$ cat src/sv/mmm_pkg.sv
// ----------------------------------------------------------------------------
// Matrix multiply package
// Shared codes and types for the bit-serial matrix multiply unit.
// ----------------------------------------------------------------------------
`default_nettype none
package mmm_pkg;

	// Input item kinds.
	localparam logic [1:0] KIND_WRITE_A = 2'd0;
	localparam logic [1:0] KIND_WRITE_B = 2'd1;
	localparam logic [1:0] KIND_COMPUTE = 2'd2;

	// Configuration register indexes.
	localparam logic [1:0] REG_ROWS  = 2'd0;
	localparam logic [1:0] REG_INNER = 2'd1;
	localparam logic [1:0] REG_COLS  = 2'd2;

	localparam int SUM_BITS = 35;

	typedef enum logic [2:0] {
		ST_IDLE,
		ST_READ,
		ST_START,
		ST_MUL,
		ST_ACC,
		ST_EMIT
	} state_t;

	// Control from the sequencer to the bit-serial multiplier.
	typedef struct packed {
		logic start;
	} mul_ctrl_t;

endpackage
`default_nettype wire

$ cat src/sv/mmm_serial_mul.sv
// ----------------------------------------------------------------------------
// Bit-serial signed multiplier
// Shift-add multiplier that retires one multiplier bit per cycle.
// ----------------------------------------------------------------------------
`default_nettype none
module mmm_serial_mul #(
	parameter int W = 16
) (
	input  wire logic                   clk,
	input  wire logic                   arst_n,
	input  wire mmm_pkg::mul_ctrl_t     ctrl,
	input  wire logic signed [W-1:0]    a,
	input  wire logic signed [W-1:0]    b,
	output logic                        done,
	output logic signed [2*W-1:0]       prod
);
	localparam int CW = $clog2(W + 1);

	logic signed [2*W-1:0] mcand_q;
	logic        [W-1:0]   mplier_q;
	logic signed [2*W-1:0] acc_q;
	logic        [CW-1:0]  cnt_q;
	logic                  busy_q;
	logic                  done_q;

	// One multiplier bit per cycle; the top bit carries negative weight.
	always_ff @(posedge clk or negedge arst_n) begin
		if (!arst_n) begin
			busy_q <= 1'b0;
			done_q <= 1'b0;
			cnt_q  <= '0;
		end else begin
			done_q <= 1'b0;
			if (ctrl.start) begin
				busy_q <= 1'b1;
				cnt_q  <= '0;
			end else if (busy_q) begin
				cnt_q <= cnt_q + 1'b1;
				if (cnt_q == CW'(W - 1)) begin
					busy_q <= 1'b0;
					done_q <= 1'b1;
				end
			end
		end
	end

	always_ff @(posedge clk) begin
		if (ctrl.start) begin
			mcand_q  <= (2*W)'(a);
			mplier_q <= b;
			acc_q    <= '0;
		end else if (busy_q) begin
			if (mplier_q[0]) begin
				if (cnt_q == CW'(W - 1)) acc_q <= acc_q - mcand_q;
				else                     acc_q <= acc_q + mcand_q;
			end
			mcand_q  <= mcand_q <<< 1;
			mplier_q <= mplier_q >> 1;
		end
	end

	assign done = done_q;
	assign prod = acc_q;

	property p_done_after_busy;
		@(posedge clk) disable iff (!arst_n) done_q |-> $past(busy_q);
	endproperty
	a_done_after_busy: assert property (p_done_after_busy) else $error("done without busy");

	property p_start_busy;
		@(posedge clk) disable iff (!arst_n) ctrl.start |=> busy_q;
	endproperty
	a_start_busy: assert property (p_start_busy) else $error("start did not begin work");

	property p_no_restart;
		@(posedge clk) disable iff (!arst_n) busy_q |-> !ctrl.start;
	endproperty
	a_no_restart: assert property (p_no_restart) else $error("start while busy");

endmodule
`default_nettype wire

$ cat src/sv/matrix_multiply_mac_unit.sv
// ----------------------------------------------------------------------------
// Matrix multiply MAC unit
// Computes C = A x B from stored elements, one bit-serial product at a time.
// ----------------------------------------------------------------------------
// Channel  Direction  Handshake             Payload
// in       input      in_valid / in_stall   kind, row, col, value
// out      output     out_valid / out_stall out_row, out_col, sum, last
// cfg      input      cfg_valid / cfg_ready cfg_index, cfg_data
//
// For each product of a compute item the sequencer steps through read, start,
// multiply and accumulate, and the bit-serial multiplier retires one bit per
// cycle; each result element then takes one emit step.
// Reset clears control state and sets each dimension to its maximum.
// A stalled result holds the sequencer at its next emit step until it is taken.
// ----------------------------------------------------------------------------
`default_nettype none
module matrix_multiply_mac_unit #(
	parameter int MAX_DIM   = 8,
	parameter int ELEM_BITS = 16
) (
	input  wire logic               clk,
	input  wire logic               arst_n,
	input  wire logic               in_valid,
	output logic                    in_stall,
	input  wire logic [1:0]         kind,
	input  wire logic [2:0]         row,
	input  wire logic [2:0]         col,
	input  wire logic signed [15:0] value,
	output logic                    out_valid,
	input  wire logic               out_stall,
	output logic [2:0]              out_row,
	output logic [2:0]              out_col,
	output logic signed [34:0]      sum,
	output logic                    last,
	input  wire logic               cfg_valid,
	output logic                    cfg_ready,
	input  wire logic [1:0]         cfg_index,
	input  wire logic [3:0]         cfg_data
);
	localparam int DB    = $clog2(MAX_DIM);
	localparam int DEPTH = MAX_DIM * MAX_DIM;
	localparam int AW    = $clog2(DEPTH);
	localparam int SB    = mmm_pkg::SUM_BITS;

	logic [ELEM_BITS-1:0] a_mem [DEPTH];
	logic [ELEM_BITS-1:0] b_mem [DEPTH];
	logic [ELEM_BITS-1:0] a_rd_q, b_rd_q;

	logic [3:0] rows_q, inner_q, cols_q;
	logic [3:0] nr, nk, nc;
	logic [DB-1:0] i_q, j_q, k_q;
	logic signed [SB-1:0] acc_q;
	mmm_pkg::state_t state_q, state_d;
	mmm_pkg::mul_ctrl_t mctl;
	logic mul_done;
	logic signed [2*ELEM_BITS-1:0] prod;
	logic in_acc, wr_ok, emit_go;
	logic last_k, last_j, last_i;
	logic [2:0] orow_q, ocol_q;
	logic signed [SB-1:0] osum_q;
	logic olast_q, ovalid_q;

	function automatic logic [3:0] clamp(input logic [3:0] v);
		if (v == 4'd0) return 4'd1;
		if (v > 4'(MAX_DIM)) return 4'(MAX_DIM);
		return v;
	endfunction

	assign nr = clamp(rows_q);
	assign nk = clamp(inner_q);
	assign nc = clamp(cols_q);
	assign last_k = (4'(k_q) == 4'(nk - 4'd1));
	assign last_j = (4'(j_q) == 4'(nc - 4'd1));
	assign last_i = (4'(i_q) == 4'(nr - 4'd1));

	assign cfg_ready = 1'b1;
	assign in_stall  = (state_q != mmm_pkg::ST_IDLE);
	assign in_acc    = in_valid && !in_stall;
	assign wr_ok     = ({1'b0, row} < 4'(MAX_DIM)) && ({1'b0, col} < 4'(MAX_DIM));
	assign emit_go   = (state_q == mmm_pkg::ST_EMIT) && (!ovalid_q || !out_stall);

	// Configuration registers.
	always_ff @(posedge clk or negedge arst_n) begin
		if (!arst_n) begin
			rows_q  <= 4'(MAX_DIM);
			inner_q <= 4'(MAX_DIM);
			cols_q  <= 4'(MAX_DIM);
		end else if (cfg_valid && cfg_ready) begin
			unique case (cfg_index)
				mmm_pkg::REG_ROWS:  rows_q  <= cfg_data;
				mmm_pkg::REG_INNER: inner_q <= cfg_data;
				mmm_pkg::REG_COLS:  cols_q  <= cfg_data;
				default: ;
			endcase
		end
	end

	// Element stores: written by load beats, read with a registered port.
	always_ff @(posedge clk) begin
		if (in_acc && wr_ok && kind == mmm_pkg::KIND_WRITE_A)
			a_mem[AW'(row) * AW'(MAX_DIM) + AW'(col)] <= ELEM_BITS'(value);
		if (in_acc && wr_ok && kind == mmm_pkg::KIND_WRITE_B)
			b_mem[AW'(row) * AW'(MAX_DIM) + AW'(col)] <= ELEM_BITS'(value);
		a_rd_q <= a_mem[AW'(i_q) * AW'(MAX_DIM) + AW'(k_q)];
		b_rd_q <= b_mem[AW'(k_q) * AW'(MAX_DIM) + AW'(j_q)];
	end

	mmm_serial_mul #(.W(ELEM_BITS)) u_mul (
		.clk    (clk),
		.arst_n (arst_n),
		.ctrl   (mctl),
		.a      (a_rd_q),
		.b      (b_rd_q),
		.done   (mul_done),
		.prod   (prod)
	);

	// Sequencer state register.
	always_ff @(posedge clk or negedge arst_n) begin
		if (!arst_n) state_q <= mmm_pkg::ST_IDLE;
		else         state_q <= state_d;
	end

	// Next state and multiplier start. The read step lets the store outputs
	// catch up with the counters before the multiplier takes its operands.
	always_comb begin
		state_d    = state_q;
		mctl.start = 1'b0;
		unique case (state_q)
			mmm_pkg::ST_IDLE: begin
				if (in_acc && kind == mmm_pkg::KIND_COMPUTE) state_d = mmm_pkg::ST_READ;
			end
			mmm_pkg::ST_READ: begin
				state_d = mmm_pkg::ST_START;
			end
			mmm_pkg::ST_START: begin
				mctl.start = 1'b1;
				state_d    = mmm_pkg::ST_MUL;
			end
			mmm_pkg::ST_MUL: begin
				if (mul_done) state_d = mmm_pkg::ST_ACC;
			end
			mmm_pkg::ST_ACC: begin
				state_d = last_k ? mmm_pkg::ST_EMIT : mmm_pkg::ST_READ;
			end
			mmm_pkg::ST_EMIT: begin
				if (!ovalid_q || !out_stall)
					state_d = (last_i && last_j) ? mmm_pkg::ST_IDLE : mmm_pkg::ST_READ;
			end
			default: state_d = mmm_pkg::ST_IDLE;
		endcase
	end

	// Loop counters and the output register.
	always_ff @(posedge clk or negedge arst_n) begin
		if (!arst_n) begin
			i_q <= '0; j_q <= '0; k_q <= '0;
			ovalid_q <= 1'b0;
		end else begin
			ovalid_q <= emit_go || (ovalid_q && out_stall);
			if (state_q == mmm_pkg::ST_IDLE) begin
				i_q <= '0; j_q <= '0; k_q <= '0;
			end else if (state_q == mmm_pkg::ST_ACC && !last_k) begin
				k_q <= k_q + 1'b1;
			end else if (emit_go) begin
				k_q <= '0;
				if (last_j) begin
					j_q <= '0;
					i_q <= i_q + 1'b1;
				end else begin
					j_q <= j_q + 1'b1;
				end
			end
		end
	end

	always_ff @(posedge clk) begin
		if (state_q == mmm_pkg::ST_IDLE) acc_q <= '0;
		else if (state_q == mmm_pkg::ST_ACC) acc_q <= acc_q + SB'(prod);
		else if (emit_go) acc_q <= '0;
		if (emit_go) begin
			orow_q  <= 3'(i_q);
			ocol_q  <= 3'(j_q);
			osum_q  <= acc_q;
			olast_q <= last_i && last_j;
		end
	end

	assign out_valid = ovalid_q;
	assign out_row   = orow_q;
	assign out_col   = ocol_q;
	assign sum       = osum_q;
	assign last      = olast_q;

	property p_hold_out;
		@(posedge clk) disable iff (!arst_n)
			out_valid && out_stall |=> out_valid && $stable(sum) && $stable(last);
	endproperty
	a_hold_out: assert property (p_hold_out) else $error("stalled result changed");

	property p_busy_stall;
		@(posedge clk) disable iff (!arst_n)
			state_q == mmm_pkg::ST_MUL |-> in_stall;
	endproperty
	a_busy_stall: assert property (p_busy_stall) else $error("input open while computing");

	property p_emit_from_acc;
		@(posedge clk) disable iff (!arst_n)
			$rose(out_valid) |-> $past(state_q == mmm_pkg::ST_EMIT);
	endproperty
	a_emit_from_acc: assert property (p_emit_from_acc) else $error("result from wrong state");

endmodule
`default_nettype wire

$ cat config.mk
export PLATFORM = sky130hd
export DESIGN_NAME = matrix_multiply_mac_unit
export DESIGN_NICKNAME = d
export VERILOG_FILES = /design/src/sv/mmm_pkg.sv /design/src/sv/mmm_serial_mul.sv /design/src/sv/matrix_multiply_mac_unit.sv
export SDC_FILE = /design/constraint.sdc
export NUM_CORES = 2
export LEC_CHECK = 0
export BUFFER_PORTS_ARGS = -buffer_cell sky130_fd_sc_hd__buf_2
export CORE_MARGIN = 1
export CORE_UTILIZATION = 57
export CTS_CLUSTER_SIZE = 30
export DETAILED_ROUTE_END_ITERATION = 8
export GPL_ROUTABILITY_DRIVEN = 0
export PLACE_DENSITY = 0.73
export SETUP_SLACK_MARGIN = 0.1
export SLEW_MARGIN = 20
export SYNTH_ARGS = -nofsm -noshare
export SYNTH_HDL_FRONTEND = slang
export SYNTH_SLANG_ARGS = --single-unit
$ cat constraint.sdc
create_clock -name clk -period 3.95 [get_ports clk]
set_input_delay 0.395 -clock clk [delete_from_list [all_inputs] [get_ports clk]]
set_output_delay 0.395 -clock clk [all_outputs]
set_load 0.1 [all_outputs]
* Word level (Yosys, flattened, before mapping) *
Memories as Yosys holds them, arrays and structs flattened. A register that Yosys moved wholly into a read port is not among the register bits.
Cells that the tools add are included.

word-level totals
  flip-flop bits (word level) = 189
  bits in latches = 0
  memory bits (writable) = 2,048
  bits in read-only memories = 0
  output and inout port bits = 45
  logic and storage cells = 145
  memories = 2

memory list
  memory  depth  width  read ports  clocked after memory_dff  write ports  line                            text
  a_mem   64     16     1           1                         1            matrix_multiply_mac_unit.sv:45  logic [ELEM_BITS-1:0] a_mem [DEPTH];
  b_mem   64     16     1           1                         1            matrix_multiply_mac_unit.sv:46  logic [ELEM_BITS-1:0] b_mem [DEPTH];

operators by class
  add/sub/neg operators = 13
  multipliers = 0
  divide/modulo/power cells = 0
  magnitude comparators = 3
  eq/ne operators = 17
  shift-type cells = 0
  multiplexer cells = 58
  bitwise gates (word level) = 0
  reduce and logical (&&, ||, !) cells = 33

operators with widths
  operator                                                            number
  32-bit 2-to-1 mux                                                   3
  35-bit 2-to-1 mux                                                   2
  4-bit 2-to-1 mux                                                    12
  3-bit 2-to-1 mux                                                    15
  35-bit by 32-bit adder with 35-bit output                           1
  32-bit adder                                                        1
  16-bit 2-to-1 mux                                                   2
  32-bit subtractor                                                   1
  1-bit 2-to-1 mux                                                    21
  6-bit by 3-bit adder with 6-bit output                              3
  3-bit one-hot mux with 6 select lines                               1
  3-bit by 4-bit == test with 1-bit output                            3
  4-bit > comparator, second input constant                           3
  4-bit zero test                                                     3
  4-bit by 1-bit subtractor with 4-bit output, second input constant  3
  5-bit 2-to-1 mux                                                    2
  2-bit AND reduction                                                 5
  3-bit by 1-bit adder with 3-bit output, second input constant       3
  1-bit logical AND                                                   8
  2-bit nonzero test                                                  4
  3-bit by 2-bit == test with 1-bit output, second input constant     2
  3-bit == test, second input constant                                2
  3-bit AND reduction                                                 2
  3-bit nonzero test                                                  2
  11 further kinds                                                    20

* Logic depth before layout (Yosys ltp) *
  word-level depth = 11
  mapped depth = 19
  gate-level depth less buffers = 19

* Hierarchy *
Synthesis repeated with hierarchy kept, for this count alone.

second synthesis, totals
  cell total of the unflattened synthesis = 4,255
  area total of the unflattened synthesis = 90,042.6 µm²

by module, submodules not included
  module                    instances  cells each  area each (µm²)  seq. area each (µm²)
  matrix_multiply_mac_unit  1          3,641       84,329.6         64,730.8
  mmm_serial_mul            1          614         5,713.0          2,257.2

* Worst setup path before layout *
OpenSTA, ideal clock, no wires.

  path kind = register to register
  start = reg u_mul.mcand_q[3]
  end = reg u_mul.acc_q[30] (netlist: u_mul.prod[30])
  setup time = 0.133 ns
  data arrival time = 3.774 ns
  required time = 3.817 ns
  slack = 0.043 ns
  stages on the path, launching flop included = 18
  cells stage by stage = edfxtp_1 > or3_1 > or2_1 > nor3_1 > and2_1 > nor4b_4 > a21oi_1 > xnor2_1 > ha_1 > clkbuf_1 > a21o_1 > a21oi_1 > inv_2 > a21o_1 > a221o_1 > o31ai_2 > xor2_1 > a21oi_1

between the ends
  word-level cells in the longest chain between the ends = 2
  elaborated cells between the ends (all ways) = 3
  those cells by class = add/sub: 2; mux: 1

ends and longest elaborated chain
  what                                               line                                        text
  from (decl)                                        mmm_serial_mul.sv:19                        logic signed [2*W-1:0] mcand_q;
  from (signal assigned)                             mmm_serial_mul.sv:49                        mcand_q <= (2*W)'(a);
  from (signal assigned)                             mmm_serial_mul.sv:57                        mcand_q <= mcand_q <<< 1;
  32-bit adder or 32-bit subtractor (tied branches)  mmm_serial_mul.sv:55, mmm_serial_mul.sv:54
  32-bit 2-to-1 mux (*)                              mmm_serial_mul.sv:54                        if (cnt_q == CW'(W - 1)) acc_q <= acc_q - mcand_q;
  to (signal assigned)                               mmm_serial_mul.sv:54
  to (signal assigned)                               mmm_serial_mul.sv:55                        else acc_q <= acc_q + mcand_q;
  to (decl)                                          mmm_serial_mul.sv:21                        logic signed [2*W-1:0] acc_q;

Every way passes the cells marked *; elsewhere a longest branch is shown, timed or not.
A chain may end at the register's enable or synchronous reset.

* Worst setup path in the final report *
  start = reg u_mul.mcand_q[4]
  end = reg u_mul.acc_q[30] (netlist: u_mul.prod[30])

Same word-level chain as after synthesis.

==> impl_metrics.env <==
export IMPL_crit_required_ps=4660
export IMPL_leakage_nw=32.4
export IMPL_drt_pass1_iterations=5
export IMPL_ys_ff_latch=2269
export IMPL_start_util=0.575
export IMPL_synth_flop_cell="edfxtp_1"
export IMPL_finClkSkew_ps=40.1
export IMPL_finalPower_mw=66.7
export IMPL_hold_path_end="cols_q[0]"
export IMPL_status="finished, final reports clean"
export IMPL_report_final_hold_viol_count=0
export IMPL_postSynth_asyncResetShare=0.0141
export IMPL_critical_path_cell_chain="or3_1 -> buf_4 -> nor4_4 -> nand2_2 -> buf_4 -> nor3_1 -> nor2_1 -> xnor2_1 -> ha_1 -> a21o_1 -> a21o_1 -> a21oi_1 -> nand3_2 -> a221o_1 -> o31ai_4 -> xor2_1 -> a21oi_1"
export IMPL_cp_top_family="compound AO/OA/AOI/OAI gates"
export IMPL_grt_max_degree=99
export IMPL_rr_worst_depth=17
export IMPL_netlist_area_um2=89900
export IMPL_top_level_ports=80
export IMPL_clkLatencyLatePin_ps=850
export IMPL_die_h_um=399
export IMPL_relSlewSlack=0.253
export IMPL_die_area_um2=159000
export IMPL_slew_violations=0
export IMPL_utilization=0.649
export IMPL_p_per_area_nw_per_um2=657
export IMPL_cpPeakStageDelay_ps=400
export IMPL_coreArea_um2=156000
export IMPL_wl_per_cell_um=30.1
export IMPL_area_delta_synth_final_pct=13.0
export IMPL_grt_pass1_wl_um=303000
export IMPL_setup_viol=0
export IMPL_drt_initial_drc_count=5761
export IMPL_syn_area_per_cell_um2=20.9
export IMPL_grt_pass1_vias=44300
export IMPL_regToRegStartpoint="u_mul.mcand_q[4]"
export IMPL_drv_cap=0
export IMPL_cts_buffers=212
export IMPL_worst_path_buf_inv=2
export IMPL_worst_hold_path_type="in2reg"
export IMPL_fin_crit_sh=0.953
export IMPL_holdPathStages=3
export IMPL_tightest_slew_ps=1120
export IMPL_placementRows=145
export IMPL_portBuffers=78
export IMPL_hp_start="cfg_valid"
export IMPL_worstSetupStartpointType="flip-flop"
export IMPL_drive_above_1_share=0.291
export IMPL_worstSetupPathType="reg2reg"
export IMPL_synth_warnings=0
export IMPL_worstSetupStartpoint="u_mul.mcand_q[4]"
export IMPL_place_hpwl_um=123000
export IMPL_final_nets=4771
export IMPL_grt_antenna_before_repair=16
export IMPL_via_count=44500
export IMPL_max_freq_mhz=266
export IMPL_fp_dieW_um=399
export IMPL_tritoncts="built"
export IMPL_slowest_stage="or3_1"
export IMPL_grt_util_all_layers=0.266
export IMPL_drc=0
export IMPL_arrival_ps=4480
export IMPL_synth_cells=4294
export IMPL_end_kind="flip-flop"
export IMPL_avgViaCountPerCell=6.45
export IMPL_vdd_drop_max_mv=0.418
export IMPL_htreeDepth=4
export IMPL_synth_nets=4405
export IMPL_cts_root_buffer="clkbuf_16"
export IMPL_gr_total_overflow=0
export IMPL_min_period_ps=3760
export IMPL_ys_seq_area_frac=0.745
export IMPL_drtAntennaViolNets=0
export IMPL_rsz0062_at_grt="yes"
export IMPL_r2r_end="u_mul.prod[30]"
export IMPL_synth_distinct_cells=74
export IMPL_r2r_slack_ps=190
export IMPL_path_max_fanout=3
export IMPL_drt_wl_total_um=208000
export IMPL_holdWs_ps=76.0
export IMPL_path_clk_slew_ps=60
export IMPL_clockBufferDepth=3
export IMPL_cts_sinks=2269
export IMPL_fillCellCount=9971
export IMPL_synth_edf_count=2138
-- metrics by stage --
step	TNS, ps	worst slack [ps]	cell area, µm²	std cells
floorplan	0	112	89900	4294
global placement	0	22.6	94200	6479
detailed placement	-16.0	-16.0	94200	6479
CTS	0	108	101000	6896
global route	-216	-115	102000	6907
finish	0	185	102000	6908
-- cell type report --
cell class | instances | area [µm²] | area share
flip-flops and latches | 2269 | 67000 | 0.660
multi-input cells | 1768 | 21900 | 0.216
clock buffers | 261 | 5560 | 0.0548
repair buffers | 374 | 2980 | 0.0293
well taps | 2058 | 2570 | 0.0254
clock inverters | 141 | 1340 | 0.0132
inverters | 35 | 131 | 0.00129
diodes | 2 | 5.00 | 0.0000493
-- registers in the layout, indices dropped and copies added (netlist names), 4 cells and up --
name and count:
a_mem 1024, u_mul.cnt_q 5, rows_q 4, u_mul.mplier_q 16, inner_q 4, acc_q 35
a_rd_q 16, cols_q 4, u_mul.mcand_q 32, b_rd_q 16, sum 35, b_mem 1024
u_mul.prod 32
-- cell families (layout without fill, tap and decap cells) --
logic type | after synthesis | count (layout) | synth area share
muxes | 691 | 691 | 0.171
buffers and inverters | 257 | 811 | 0.0123
DFF | 2269 | 2269 | 0.745
xor gates and xnor gates | 103 | 103 | 0.0100
adders and majority gates | 76 | 76 | 0.0107
and+or+nand+nor | 579 | 579 | 0.0287
AOI/OAI and AO/OA | 318 | 318 | 0.0220
other | 1 | 3 | 0.0000417
-- how the worst max path moves through the flow --
stage / end / slack, ps / cells after the start
final: u_mul.prod[30] / 190 / 17
after global routing: u_mul.prod[29] / -110 / 17
after CTS: u_mul.prod[30] / 110 / 17
after detailed placement: u_mul.prod[31] / -20 / 16
after global placement: u_mul.prod[31] / 20 / 16
after floorplan: u_mul.prod[30] / 110 / 17
-- per-layer routing --
layer | global-route usage | share of wire | vias to the layer above
li1 | - | - | 18500
met1 | 0.394 | 0.40 | 23400
met2 | 0.415 | 0.48 | 2335
met3 | 0.0552 | 0.11 | 270
met4 | 0.0594 | 0.019 | 10
met5 | 0 | 0.00039 | -
-- layout by cell type, fill, tap and decap left out, types with 69 or more instances in the layout --
master,instances
nor2_1,202
clkbuf_16,213
buf_4,272
xnor2_1,71
a21oi_1,93
nand2_1,218
ha_1,69
edfxtp_1,2138
mux4_2,670
dfxtp_1,99
-- repair_timing --
item / 4_1_cts / 5_1_grt
setup buffers: 1 / 9
gates resized for setup: 4 / 29
endpoints found under the hold margin: 43 / 0
pin swaps: 0 / 31
cloned: 0 / 0
setup endpoints to repair: 4 / 9
hold buffers: 14 / 0
-- where the power goes --
part | internal, mW | leakage, nW | total (mW) | switching [mW]
clock | 11.4 | 3.39 | 20.2 | 8.77
sequential | 27.4 | 20.5 | 28.5 | 1.12
combinational | 8.32 | 8.51 | 18.0 | 9.67
total | 47.1 | 32.4 | 66.7 | 19.6
-- Yosys cell counts (24+ instances only) --
library cell,count,area (µm²)
buf_2,44,220
o21ai_0,52,260
dfrtp_1,29,726
ha_1,74,926
buf_1,27,101
mux4_2,670,15100
xor2_1,32,280
dfxtp_1,99,1980
xnor2_1,71,622
a21o_1,55,413
nand2_1,221,830
a21oi_1,102,510
clkbuf_1,133,499
edfxtp_1,2138,64200
nor2_1,204,766
nand3_1,24,120
inv_1,33,124
o21ai_1,26,130
nor3_1,24,120
-- worst min-delay path, stage by stage --
cell	delay [ps]
buf_2	110
nand3b_1	180
mux2_2	190
Note: power is estimated with default switching activity, not from simulation.
